===== src/hw/rtl/gmg_pkg.sv =====
// Shared constants, types and the exponent table of the Gaussian membership grade block.
package gmg_pkg;

    // Result width and exponent table size
    localparam int GRADE_BITS      = 16;
    localparam int EXP_TABLE_DEPTH = 64;
    localparam int IDX_BITS        = $clog2(EXP_TABLE_DEPTH);
    localparam int SERIES_TERMS    = 16;

    // Stream payload widths, padded to whole bytes
    localparam int X_BITS          = 16;
    localparam int GRADE_DATA_BITS = ((GRADE_BITS + 7) / 8) * 8;

    // Datapath widths
    localparam int D_BITS     = X_BITS + 1;    // x - m
    localparam int AD_BITS    = X_BITS;        // |x - m|
    localparam int S_BITS     = 2 * AD_BITS;   // square, Q16.16
    localparam int Y_BITS     = S_BITS + 16;   // k * square, Q24.24
    localparam int HALF_BITS  = Y_BITS / 2;    // split point of y for the log2(e) product
    localparam int PP_BITS    = HALF_BITS + 16;
    localparam int PROD_BITS  = Y_BITS + 16;
    localparam int T_BITS     = PROD_BITS - 15;
    localparam int FRAC_BITS  = 24;
    localparam int N_BITS     = T_BITS - FRAC_BITS;
    localparam int SHIFT_BITS = 6;             // shift counts of 64 and up give zero
    localparam int ENTRY_BITS = 33;            // Q0.32 plus the entry for 1.0
    localparam int IPROD_BITS = FRAC_BITS + IDX_BITS + 1;

    // Fixed-point constants
    localparam logic [15:0] LOG2E_Q15 = 16'd47274;
    localparam logic [31:0] LN2_Q32   = 32'd2977044472;
    localparam logic [ENTRY_BITS-1:0] GRADE_MAX =
        ENTRY_BITS'((64'd1 << GRADE_BITS) - 64'd1);

    // Configuration register indexes
    localparam int CFG_IDX_BITS = 8;
    localparam logic [CFG_IDX_BITS-1:0] CFG_WIDTH_K     = 8'd0;
    localparam logic [CFG_IDX_BITS-1:0] CFG_CENTER_M    = 8'd1;
    localparam logic [CFG_IDX_BITS-1:0] CFG_LOWER_LIMIT = 8'd2;
    localparam logic [CFG_IDX_BITS-1:0] CFG_UPPER_LIMIT = 8'd3;

    // Configuration reset values
    localparam logic        [15:0] RST_WIDTH_K     = 16'd256;
    localparam logic signed [15:0] RST_CENTER_M    = 16'sd0;
    localparam logic signed [15:0] RST_LOWER_LIMIT = 16'sh8000;
    localparam logic signed [15:0] RST_UPPER_LIMIT = 16'sh7FFF;

    typedef struct packed {
        logic        [15:0] width_k;
        logic signed [15:0] center_m;
        logic signed [15:0] lower_limit;
        logic signed [15:0] upper_limit;
    } t_cfg;

    typedef logic [EXP_TABLE_DEPTH-1:0][ENTRY_BITS-1:0] t_exp_table;

    // Entry i holds 2^(-i/depth) in Q0.32 from a series of exp(-a) truncated after the a^16 term
    function automatic t_exp_table build_exp_table();
        t_exp_table  tbl;
        logic [63:0] a;
        logic [63:0] term;
        logic [63:0] sum;
        for (int i = 0; i < EXP_TABLE_DEPTH; i++) begin
            a    = (64'(LN2_Q32) * 64'(i)) / 64'(EXP_TABLE_DEPTH);
            term = 64'd1 << 32;
            sum  = 64'd1 << 32;
            for (int k = 1; k <= SERIES_TERMS; k++) begin
                term = ((term * a) >> 32) / 64'(k);
                if ((k & 1) != 0) begin
                    sum = sum - term;
                end else begin
                    sum = sum + term;
                end
            end
            tbl[i] = sum[ENTRY_BITS-1:0];
        end
        return tbl;
    endfunction

    localparam t_exp_table EXP_TABLE = build_exp_table();

endpackage


===== src/hw/rtl/gmg_cfg.sv =====
// Configuration register file of the Gaussian membership grade block.
module gmg_cfg
    import gmg_pkg::*;
(
    input  logic                    i_clk,
    input  logic                    i_rst_n,
    input  logic                    i_cfg_valid,
    output logic                    o_cfg_ready,
    input  logic [CFG_IDX_BITS-1:0] i_cfg_index,
    input  logic [15:0]             i_cfg_data,
    output t_cfg                    o_cfg
);

    t_cfg r_cfg;

    // Take a write in every cycle
    assign o_cfg_ready = 1'b1;
    assign o_cfg       = r_cfg;

    // Write the addressed register, drop unknown indexes
    always_ff @(posedge i_clk) begin
        if (!i_rst_n) begin
            r_cfg.width_k     <= RST_WIDTH_K;
            r_cfg.center_m    <= RST_CENTER_M;
            r_cfg.lower_limit <= RST_LOWER_LIMIT;
            r_cfg.upper_limit <= RST_UPPER_LIMIT;
        end else if (i_cfg_valid) begin
            case (i_cfg_index)
                CFG_WIDTH_K:     r_cfg.width_k     <= i_cfg_data;
                CFG_CENTER_M:    r_cfg.center_m    <= i_cfg_data;
                CFG_LOWER_LIMIT: r_cfg.lower_limit <= i_cfg_data;
                CFG_UPPER_LIMIT: r_cfg.upper_limit <= i_cfg_data;
                default: ;
            endcase
        end
    end

endmodule


===== src/hw/rtl/gaussian_membership_grade.sv =====
// Gaussian membership grade exp(-k*(x-m)^2): seven-stage pipeline, one item per cycle
// while the output takes results; every stage holds under output backpressure and
// empty stages fill up, so input ready falls only when all seven stages are full
// and the output is not ready.
// Reset (synchronous, active low) empties the pipeline and sets the registers to
// k = 1.0, m = 0, limits to the full input range.
module gaussian_membership_grade
    import gmg_pkg::*;
(
    input  logic                       i_clk,
    input  logic                       i_rst_n,
    // Configuration write channel
    input  logic                       i_cfg_valid,
    output logic                       o_cfg_ready,
    input  logic [CFG_IDX_BITS-1:0]    i_cfg_index,
    input  logic [15:0]                i_cfg_data,
    // Input items
    input  logic                       s_axis_tvalid,
    output logic                       s_axis_tready,
    input  logic [X_BITS-1:0]          s_axis_tdata,   // [15:0] crisp_value
    // Result items
    output logic                       m_axis_tvalid,
    input  logic                       m_axis_tready,
    output logic [GRADE_DATA_BITS-1:0] m_axis_tdata,   // [GRADE_BITS-1:0] grade
    output logic                       m_axis_tuser    // [0] outside_limits
);

    localparam int NSTAGES = 7;

    t_cfg w_cfg;

    gmg_cfg u_cfg (
        .i_clk       (i_clk),
        .i_rst_n     (i_rst_n),
        .i_cfg_valid (i_cfg_valid),
        .o_cfg_ready (o_cfg_ready),
        .i_cfg_index (i_cfg_index),
        .i_cfg_data  (i_cfg_data),
        .o_cfg       (w_cfg)
    );

    logic [NSTAGES:1] r_vld;
    logic [NSTAGES:1] w_adv;
    logic [NSTAGES:1] r_oor;

    // Advance a stage when it is empty or the stage after it advances
    always_comb begin
        w_adv[NSTAGES] = !r_vld[NSTAGES] || m_axis_tready;
        for (int i = NSTAGES - 1; i >= 1; i--) begin
            w_adv[i] = !r_vld[i] || w_adv[i+1];
        end
    end

    assign s_axis_tready = w_adv[1];

    // Move valid bits with the data
    always_ff @(posedge i_clk) begin
        if (!i_rst_n) begin
            r_vld <= '0;
        end else begin
            if (w_adv[1]) begin
                r_vld[1] <= s_axis_tvalid;
            end
            for (int i = 2; i <= NSTAGES; i++) begin
                if (w_adv[i]) begin
                    r_vld[i] <= r_vld[i-1];
                end
            end
        end
    end

    // Stage 1: range check and distance to the center
    logic signed [X_BITS-1:0] w_x;
    logic signed [D_BITS-1:0] n_d;
    logic        [D_BITS-1:0] w_neg_d;
    logic        [AD_BITS-1:0] n_ad;
    logic        [AD_BITS-1:0] r_ad1;

    always_comb begin
        w_x     = s_axis_tdata;
        n_d     = D_BITS'(w_x) - D_BITS'(w_cfg.center_m);
        w_neg_d = -n_d;
        n_ad    = n_d[D_BITS-1] ? w_neg_d[AD_BITS-1:0] : n_d[AD_BITS-1:0];
    end

    always_ff @(posedge i_clk) begin
        if (w_adv[1]) begin
            r_ad1 <= n_ad;
        end
    end

    // Set the out-of-range flag and carry it down the pipe
    always_ff @(posedge i_clk) begin
        if (w_adv[1]) begin
            r_oor[1] <= (w_x < w_cfg.lower_limit) || (w_x > w_cfg.upper_limit);
        end
        for (int i = 2; i <= NSTAGES; i++) begin
            if (w_adv[i]) begin
                r_oor[i] <= r_oor[i-1];
            end
        end
    end

    // Stage 2: square of the distance
    logic [S_BITS-1:0] r_s2;

    always_ff @(posedge i_clk) begin
        if (w_adv[2]) begin
            r_s2 <= S_BITS'(r_ad1) * S_BITS'(r_ad1);
        end
    end

    // Stage 3: scale by the width factor
    logic [Y_BITS-1:0] r_y3;

    always_ff @(posedge i_clk) begin
        if (w_adv[3]) begin
            r_y3 <= Y_BITS'(w_cfg.width_k) * Y_BITS'(r_s2);
        end
    end

    // Stage 4: log2(e) partial products on both halves of y
    logic [PP_BITS-1:0] r_plo4;
    logic [PP_BITS-1:0] r_phi4;

    always_ff @(posedge i_clk) begin
        if (w_adv[4]) begin
            r_plo4 <= PP_BITS'(r_y3[HALF_BITS-1:0]) * PP_BITS'(LOG2E_Q15);
            r_phi4 <= PP_BITS'(r_y3[Y_BITS-1:HALF_BITS]) * PP_BITS'(LOG2E_Q15);
        end
    end

    // Stage 5: sum partial products, split t into shift and fraction
    logic [PROD_BITS-1:0]  n_prod;
    logic [T_BITS-1:0]     w_t;
    logic [N_BITS-1:0]     w_n;
    logic                  r_zero5;
    logic [SHIFT_BITS-1:0] r_shift5;
    logic [FRAC_BITS-1:0]  r_frac5;

    always_comb begin
        n_prod = {r_phi4, HALF_BITS'(0)} + PROD_BITS'(r_plo4);
        w_t    = n_prod[PROD_BITS-1:15];
        w_n    = w_t[T_BITS-1:FRAC_BITS];
    end

    always_ff @(posedge i_clk) begin
        if (w_adv[5]) begin
            r_zero5  <= |w_n[N_BITS-1:SHIFT_BITS];
            r_shift5 <= w_n[SHIFT_BITS-1:0];
            r_frac5  <= w_t[FRAC_BITS-1:0];
        end
    end

    // Stage 6: table lookup of 2^-f
    logic [IPROD_BITS-1:0] n_iprod;
    logic [IDX_BITS:0]     w_idx_full;
    logic [IDX_BITS-1:0]   n_idx;
    logic                  r_zero6;
    logic [SHIFT_BITS-1:0] r_shift6;
    logic [ENTRY_BITS-1:0] r_entry6;

    always_comb begin
        n_iprod    = IPROD_BITS'(r_frac5) * IPROD_BITS'(EXP_TABLE_DEPTH);
        w_idx_full = n_iprod[IPROD_BITS-1:FRAC_BITS];
        if (w_idx_full >= (IDX_BITS + 1)'(EXP_TABLE_DEPTH)) begin
            n_idx = IDX_BITS'(EXP_TABLE_DEPTH - 1);
        end else begin
            n_idx = w_idx_full[IDX_BITS-1:0];
        end
    end

    always_ff @(posedge i_clk) begin
        if (w_adv[6]) begin
            r_zero6  <= r_zero5;
            r_shift6 <= r_shift5;
            r_entry6 <= EXP_TABLE[n_idx];
        end
    end

    // Stage 7: shift by the integer part, saturate, zero on out of range or a shift of 64 and up
    logic [ENTRY_BITS-1:0] n_val;
    logic [GRADE_BITS-1:0] n_grade;
    logic [GRADE_BITS-1:0] r_grade7;

    always_comb begin
        n_val = (r_entry6 >> (32 - GRADE_BITS)) >> r_shift6;
        if (r_oor[6] || r_zero6) begin
            n_grade = '0;
        end else if (n_val > GRADE_MAX) begin
            n_grade = '1;
        end else begin
            n_grade = n_val[GRADE_BITS-1:0];
        end
    end

    always_ff @(posedge i_clk) begin
        if (w_adv[7]) begin
            r_grade7 <= n_grade;
        end
    end

    assign m_axis_tvalid = r_vld[NSTAGES];
    assign m_axis_tdata  = GRADE_DATA_BITS'(r_grade7);
    assign m_axis_tuser  = r_oor[NSTAGES];

endmodule

===== config.mk =====
export PLATFORM = sky130hd
export DESIGN_NAME = gaussian_membership_grade
export DESIGN_NICKNAME = d
export VERILOG_FILES = /design/src/hw/rtl/gmg_pkg.sv /design/src/hw/rtl/gmg_cfg.sv /design/src/hw/rtl/gaussian_membership_grade.sv
export SDC_FILE = /design/constraint.sdc
export NUM_CORES = 2
export LEC_CHECK = 0
export BUFFER_PORTS_ARGS = -buffer_cell sky130_fd_sc_hd__buf_2
export CORE_ASPECT_RATIO = 0.6
export CORE_MARGIN = 3
export CORE_UTILIZATION = 60
export CTS_BUF_LIST = sky130_fd_sc_hd__clkbuf_8 sky130_fd_sc_hd__clkbuf_16
export DETAILED_ROUTE_END_ITERATION = 10
export GPL_TIMING_DRIVEN = 0
export PLACE_DENSITY = 0.87
export SLEW_MARGIN = 20
export SYNTH_ARGS = -nofsm -noshare
export SYNTH_HDL_FRONTEND = slang
export SYNTH_SLANG_ARGS = --single-unit

===== constraint.sdc =====
create_clock -name i_clk -period 6.1 [get_ports i_clk]
set_input_delay 0.61 -clock i_clk [delete_from_list [all_inputs] [get_ports i_clk]]
set_output_delay 0.61 -clock i_clk [all_outputs]
set_load 0.01 [all_outputs]

; ---- Yosys cells after proc, flatten, opt, wreduce, memory -nomap -nowiden
; Memory sizes are Yosys's and may differ from the RTL's. A register that Yosys moved wholly into a read port is not among the register bits.
; Cells that the tools add are included.
[totals]
reg_bits = 306
rom_bits = 2112
input_bits = 45
output_inout_bits = 20
wordCells = 70
mem_count = 1
[mem_list]
columns = memory, words, word_bits, rd, rd_ports_with_merged_regs, write_ports, line_no
row1 = (no name shown), 64, 33, 1, 1, 0, gaussian_membership_grade.sv:177  ; r_entry6 <= EXP_TABLE[n_idx];
[op_classes]
add_sub_neg = 3
n_mul = 4
order_cmp = 4
n_eq_ne = 3
shift = 1
n_mux = 3
n_reduce_logical = 22
[op_table]
columns = op, n
row1 = multiplier 24 x 15 -> 39 bit (second input constant), 2
row2 = adder 64 x 40 -> 64 bit, 1
row3 = multiplier 16 x 32 -> 48 bit, 1
row4 = > comparator 33 x 16 -> 1 bit (second input constant), 1
row5 = right shift 17 x 6 -> 33 bit, 1
row6 = multiplier 16 x 16 -> 32 bit, 1
row7 = two-way mux 16 bit, 2
row8 = OR reduction 19 bit, 1
row9 = subtractor 16 x 16 -> 17 bit, 1
row10 = equality test 8 x 2 -> 1 bit (second input constant), 2
row11 = > comparator 16 bit, 1
row12 = less-than comparator 16 bit, 1
row13 = negation 16 bit, 1
row14 = logical OR 1 bit, 9
row15 = equality test 8 x 1 -> 1 bit (second input constant), 1
row16 = logical NOT 8 bit, 1
row17 = AND reduction 2 bit, 4
row18 = greater-or-equal comparator 6 x 7 -> 1 bit (second input constant), 1
row19 = logical NOT 1 bit, 7
row20 = two-way mux 6 bit, 1

; ---- Depth between registers and ports, before layout
[logic_depth]
ltp_word = 8
mapped_depth = 25
mapped_depth_nobuf = 24

; ---- Modules after synthesis
; A second synthesis with hierarchy kept.
[unflattened]
cells_unflattened = 5042
hier_area_um2 = 48930.7
[by_module_without_submodules]
columns = module, instances, cells_per_inst, area_each_um2, seq_area_each_um2
row1 = gaussian_membership_grade, 1, 4792, 46330.7, 6416.2
row2 = gmg_cfg, 1, 250, 2600.0, 1281.2

; ---- Worst setup path before layout
; OpenSTA, ideal clock, no wires.
[synth_timing]
path_type = reg-to-reg
startpoint = reg r_ad1[2]
endpoint = reg r_s2[30] (data pin)
setup_ns = 0.150
t_arrival_ns = 6.399
required_time_ns = 5.950
setup_slack_ns = -0.449
stages_incl_launch_ff = 24
n_path_buf = 1
period_less_slack_ns = 6.549
path_cell_list = edfxtp_1 > clkbuf_1 > nand2_1 > inv_1 > fa_1 > inv_1 > fa_1 > inv_1 > fa_1 > inv_1 > fa_1 > fa_1 > fa_1 > inv_1 > ha_1 > and2_1 > a311o_1 > a31oi_4 > a21oi_1 > o41a_1 > a41o_1 > or4_1 > a211o_1 > o211ai_2
[synth_between]
elab_chain_len = 1
[synth_lines]
columns = element, line_no
row1 = start: declaration, gaussian_membership_grade.sv:77  ; logic [AD_BITS-1:0] r_ad1;
row2 = start signal: assignment, gaussian_membership_grade.sv:88  ; r_ad1 <= n_ad;
row3 = multiplier 16 x 16 -> 32 bit, gaussian_membership_grade.sv:109  ; r_s2 <= S_BITS'(r_ad1) * S_BITS'(r_ad1);
row4 = end signal: assignment, gaussian_membership_grade.sv:109
row5 = end: declaration, gaussian_membership_grade.sv:105  ; logic [S_BITS-1:0] r_s2;
; No other way between the ends.
; A chain may end at the register's enable or synchronous reset.

; ---- Worst setup path in the final report
[layout_timing]
startpoint = reg r_s2[27]
endpoint = reg r_y3[35] (data pin)
[layout_between]
elab_chain_len = 1
[layout_lines]
columns = element, line_no
row1 = multiplier 16 x 32 -> 48 bit, gaussian_membership_grade.sv:118  ; r_y3 <= Y_BITS'(w_cfg.width_k) * Y_BITS'(r_s2);
row2 = end signal: assignment, gaussian_membership_grade.sv:118
row3 = end: declaration, gaussian_membership_grade.sv:114  ; logic [Y_BITS-1:0] r_y3;
; No other way between the ends.

==> results.sh <==
export IMPL_status="finished, violations left"
export IMPL_violations="negative setup slack"
export IMPL_fin_crit_ns=7.01
export IMPL_clock_fmax_mhz=143
export IMPL_path_class="reg2reg"
export IMPL_tightest_slew_ns=1.03
export IMPL_max_stage_delay_ns=0.62
export IMPL_path_cells="clkbuf_2, nand2_1, fa_1, fa_1, fa_1, inv_1, fa_1, fa_1, inv_1, fa_1, inv_1, ha_1, and3_2, nand3_1, a2111o_1, a211o_4, o21bai_4, buf_6, buf_6, xor2_1"
export IMPL_synth_top_area_cell="fa_1"
export IMPL_yosysSeqAreaShare_pct=15.8
export IMPL_worstPathMaxFanout=10
export IMPL_die_w_um=374
export IMPL_cts_tree="done"
export IMPL_areaGrowthSynthToFinish_pct=12.9
export IMPL_cts_buffers=30
export IMPL_ys_flop_type="edfxtp_1"
export IMPL_critPathLaunchType="flop"
export IMPL_grt_pass1_vias=38600
export IMPL_wl_met3_um=20000
export IMPL_dp_slack_ns=-1.65
export IMPL_routed_wl_um=137000
export IMPL_relSlewSlack_pct=31.1
export IMPL_routed_top_layer="met5"
export IMPL_netlist_area_um2=48700
export IMPL_setup_viol=42
export IMPL_fin_crit_sh_pct=115
export IMPL_finalClockSkew_ns=0.0408
export IMPL_ys_warn_count=0
export IMPL_ys_ff_latch=280
export IMPL_drt_iter0_markers=3945
export IMPL_ant_nets=0
export IMPL_synth_cell_types=82
export IMPL_antenna_found_initial=11
export IMPL_cp_required_ns=6.56
export IMPL_dr_pass1_iters=6
export IMPL_synth_top_cells_by_count="inv_1 (1087), fa_1 (811), ha_1 (638), nand2_1 (494), and2_1 (279)"
export IMPL_core_area_um2=80000
export IMPL_arrival_ns=7.47
export IMPL_drive_gt1_share_pct=12.9
export IMPL_crit_family="adder cells"
export IMPL_clk_pin_slew_worst_paths_ns=0.07
export IMPL_cts_max_level=1
export IMPL_drt_met1_wl_um=56300
export IMPL_io_pins=65
export IMPL_gp_congestion=1.00
export IMPL_grt_use_total_pct=31.8
export IMPL_fin_nets=6821
export IMPL_yosysMostFrequentCell="inv_1"
export IMPL_drv_cap=0
export IMPL_cts_sinks=280
export IMPL_grt_max_degree=56
export IMPL_clk_latency_ns=0.64
export IMPL_route_detailed_drc=0
export IMPL_synth_top_area_share_pct=33.3
export IMPL_startpoint="r_s2[27]"
export IMPL_final_util_pct=68.8
export IMPL_cp_end_kind="flop"
export IMPL_min_from="s_axis_tvalid"
export IMPL_synth_area_top_cells="fa_1 (33%), ha_1 (16%), edfxtp_1 (13%)"
export IMPL_crit_buf_inv=6
export IMPL_dieHeight_um=227
export IMPL_cts_buffer_depth=3
export IMPL_multi_input_area_um2=37700
export IMPL_route_detailed_wl_per_inst_um=21.4
export IMPL_start_util_pct=60.9
export IMPL_seqCellArea_um2=7730
export IMPL_synth_cells=5014
export IMPL_hold_class="in2reg"
export IMPL_worstReg2RegStart="r_s2[27]"
export IMPL_cp_slowest_cell="edfxtp_1"
export IMPL_grt_overflow=0
export IMPL_hold_violations=0
export IMPL_routed_via_density=5.91
export IMPL_fillers=5508
export IMPL_path_common_cell="fa_1"
export IMPL_rsz0062_at_grt="yes"
export IMPL_dp_hpwl_um=105000
export IMPL_num_rows=80
export IMPL_layout_setup_ws_ns=-0.906
export IMPL_syn_avg_cell_area_um2=9.71
export IMPL_route_met2_wl_um=58600
export IMPL_grt_pass1_wl_um=211000
export IMPL_synth_edf_count=209
export IMPL_dieArea_um2=84700
export IMPL_port_buffers=62
export IMPL_vias=37900
export IMPL_drv_slew=0
export IMPL_cts_root_buf="clkbuf_16"
export IMPL_synthArstFlopShare_pct=0
registers in the layout, summed over array words and instances, names as in the netlist:
register / flops
r_phi4: 39
r_frac5: 6
r_s2: 31
r_ad1: 16
r_shift5: 6
r_zero5: 1
r_shift6: 6
u_cfg.o_cfg: 64
r_entry6: 17
r_zero6: 1
r_plo4: 15
m_axis_tdata: 16
r_y3: 48
r_oor: 7
r_vld: 7
worst paths after layout:
path                       to  slack [ns]  cells after the start
setup / recovery     r_y3[35]       -0.91                     20
hold / removal       r_vld[1]        0.20                      3
setup reg to reg     r_y3[35]       -0.91                     20
hold reg to reg   r_shift6[2]        0.42                      0
tightest hold or removal path, cell delays in order:
cell and delay [ns]:
buf_2 0.08, a21oi_1 0.03, nor2b_1 0.09
kinds of logic (layout without fill, tap and decap cells):
logic type | count (synthesis) | count (layout) | synth area share [%]
adder cells (fa/ha/maj) | 1449 | 1449 | 49.7
multiplexers | 77 | 77 | 1.85
buffers and inverters | 1248 | 1576 | 9.63
XOR/XNOR | 158 | 158 | 2.84
AND/OR/NAND/NOR | 1198 | 1198 | 12.0
AO/OA/AOI/OAI | 602 | 602 | 8.15
other | 2 | 14 | 0.0154
flip-flops | 280 | 280 | 15.8
final cells by class:
type                    instances  area share (%)
repair buffers                277            3.75
diodes                          5          0.0227
clock inverters                23           0.334
well taps                    1066            2.42
inverters                    1088            7.43
multi-input cells            3493            68.5
flip-flops and latches        280            14.1
clock buffers                  31            1.39
plain buffers                 157            2.14
cell usage in the layout, fill, tap and decap left out, types with 63 or more instances in the layout:
cell | netlist | final
and2_1 | 279 | 266
buf_2 | 2 | 66
buf_4 | 1 | 185
a21oi_1 | 184 | 158
a21o_1 | 63 | 63
nand2_1 | 494 | 475
nor2b_1 | 77 | 76
inv_1 | 1087 | 1059
xnor2_1 | 106 | 100
edfxtp_1 | 209 | 209
clkbuf_1 | 152 | 65
o21ai_0 | 112 | 96
ha_1 | 638 | 601
nor2_1 | 145 | 135
fa_1 | 811 | 795
routing by layer:
metal | global-route usage (%) | vias to the layer above
met5 | 0 | -
met1 | 46.2 | 18900
met4 | 4.74 | 10
met2 | 45.8 | 2151
met3 | 12.7 | 237
li1 | - | 16600
through the flow:
stage	std cells	setup TNS, ns	cell area (um^2)	hold slack, ns
finish	6420	-16.64	55000	0.205
global route	6417	-22.98	55000	0.241
CTS	6332	-10.60	53700	0.184
detailed placement	6150	-44.72	50700	0.405
global placement	6149	-37.21	50700	0.404
floorplan	5021	-0.417	49000	0.400
timing repair:
| action | CTS | global route |
|---|---|---|
| hold buffers | 0 | 0 |
| setup buffers | 128 | 89 |
| gates cloned | 1 | 0 |
| gates resized for setup | 268 | 202 |
| endpoints found under the setup margin | 70 | 66 |
| pin swaps | 60 | 104 |
Power is left out: the tool's default activity adds up to more than one toggle a clock period on the data nets, which glitch-free logic cannot reach.
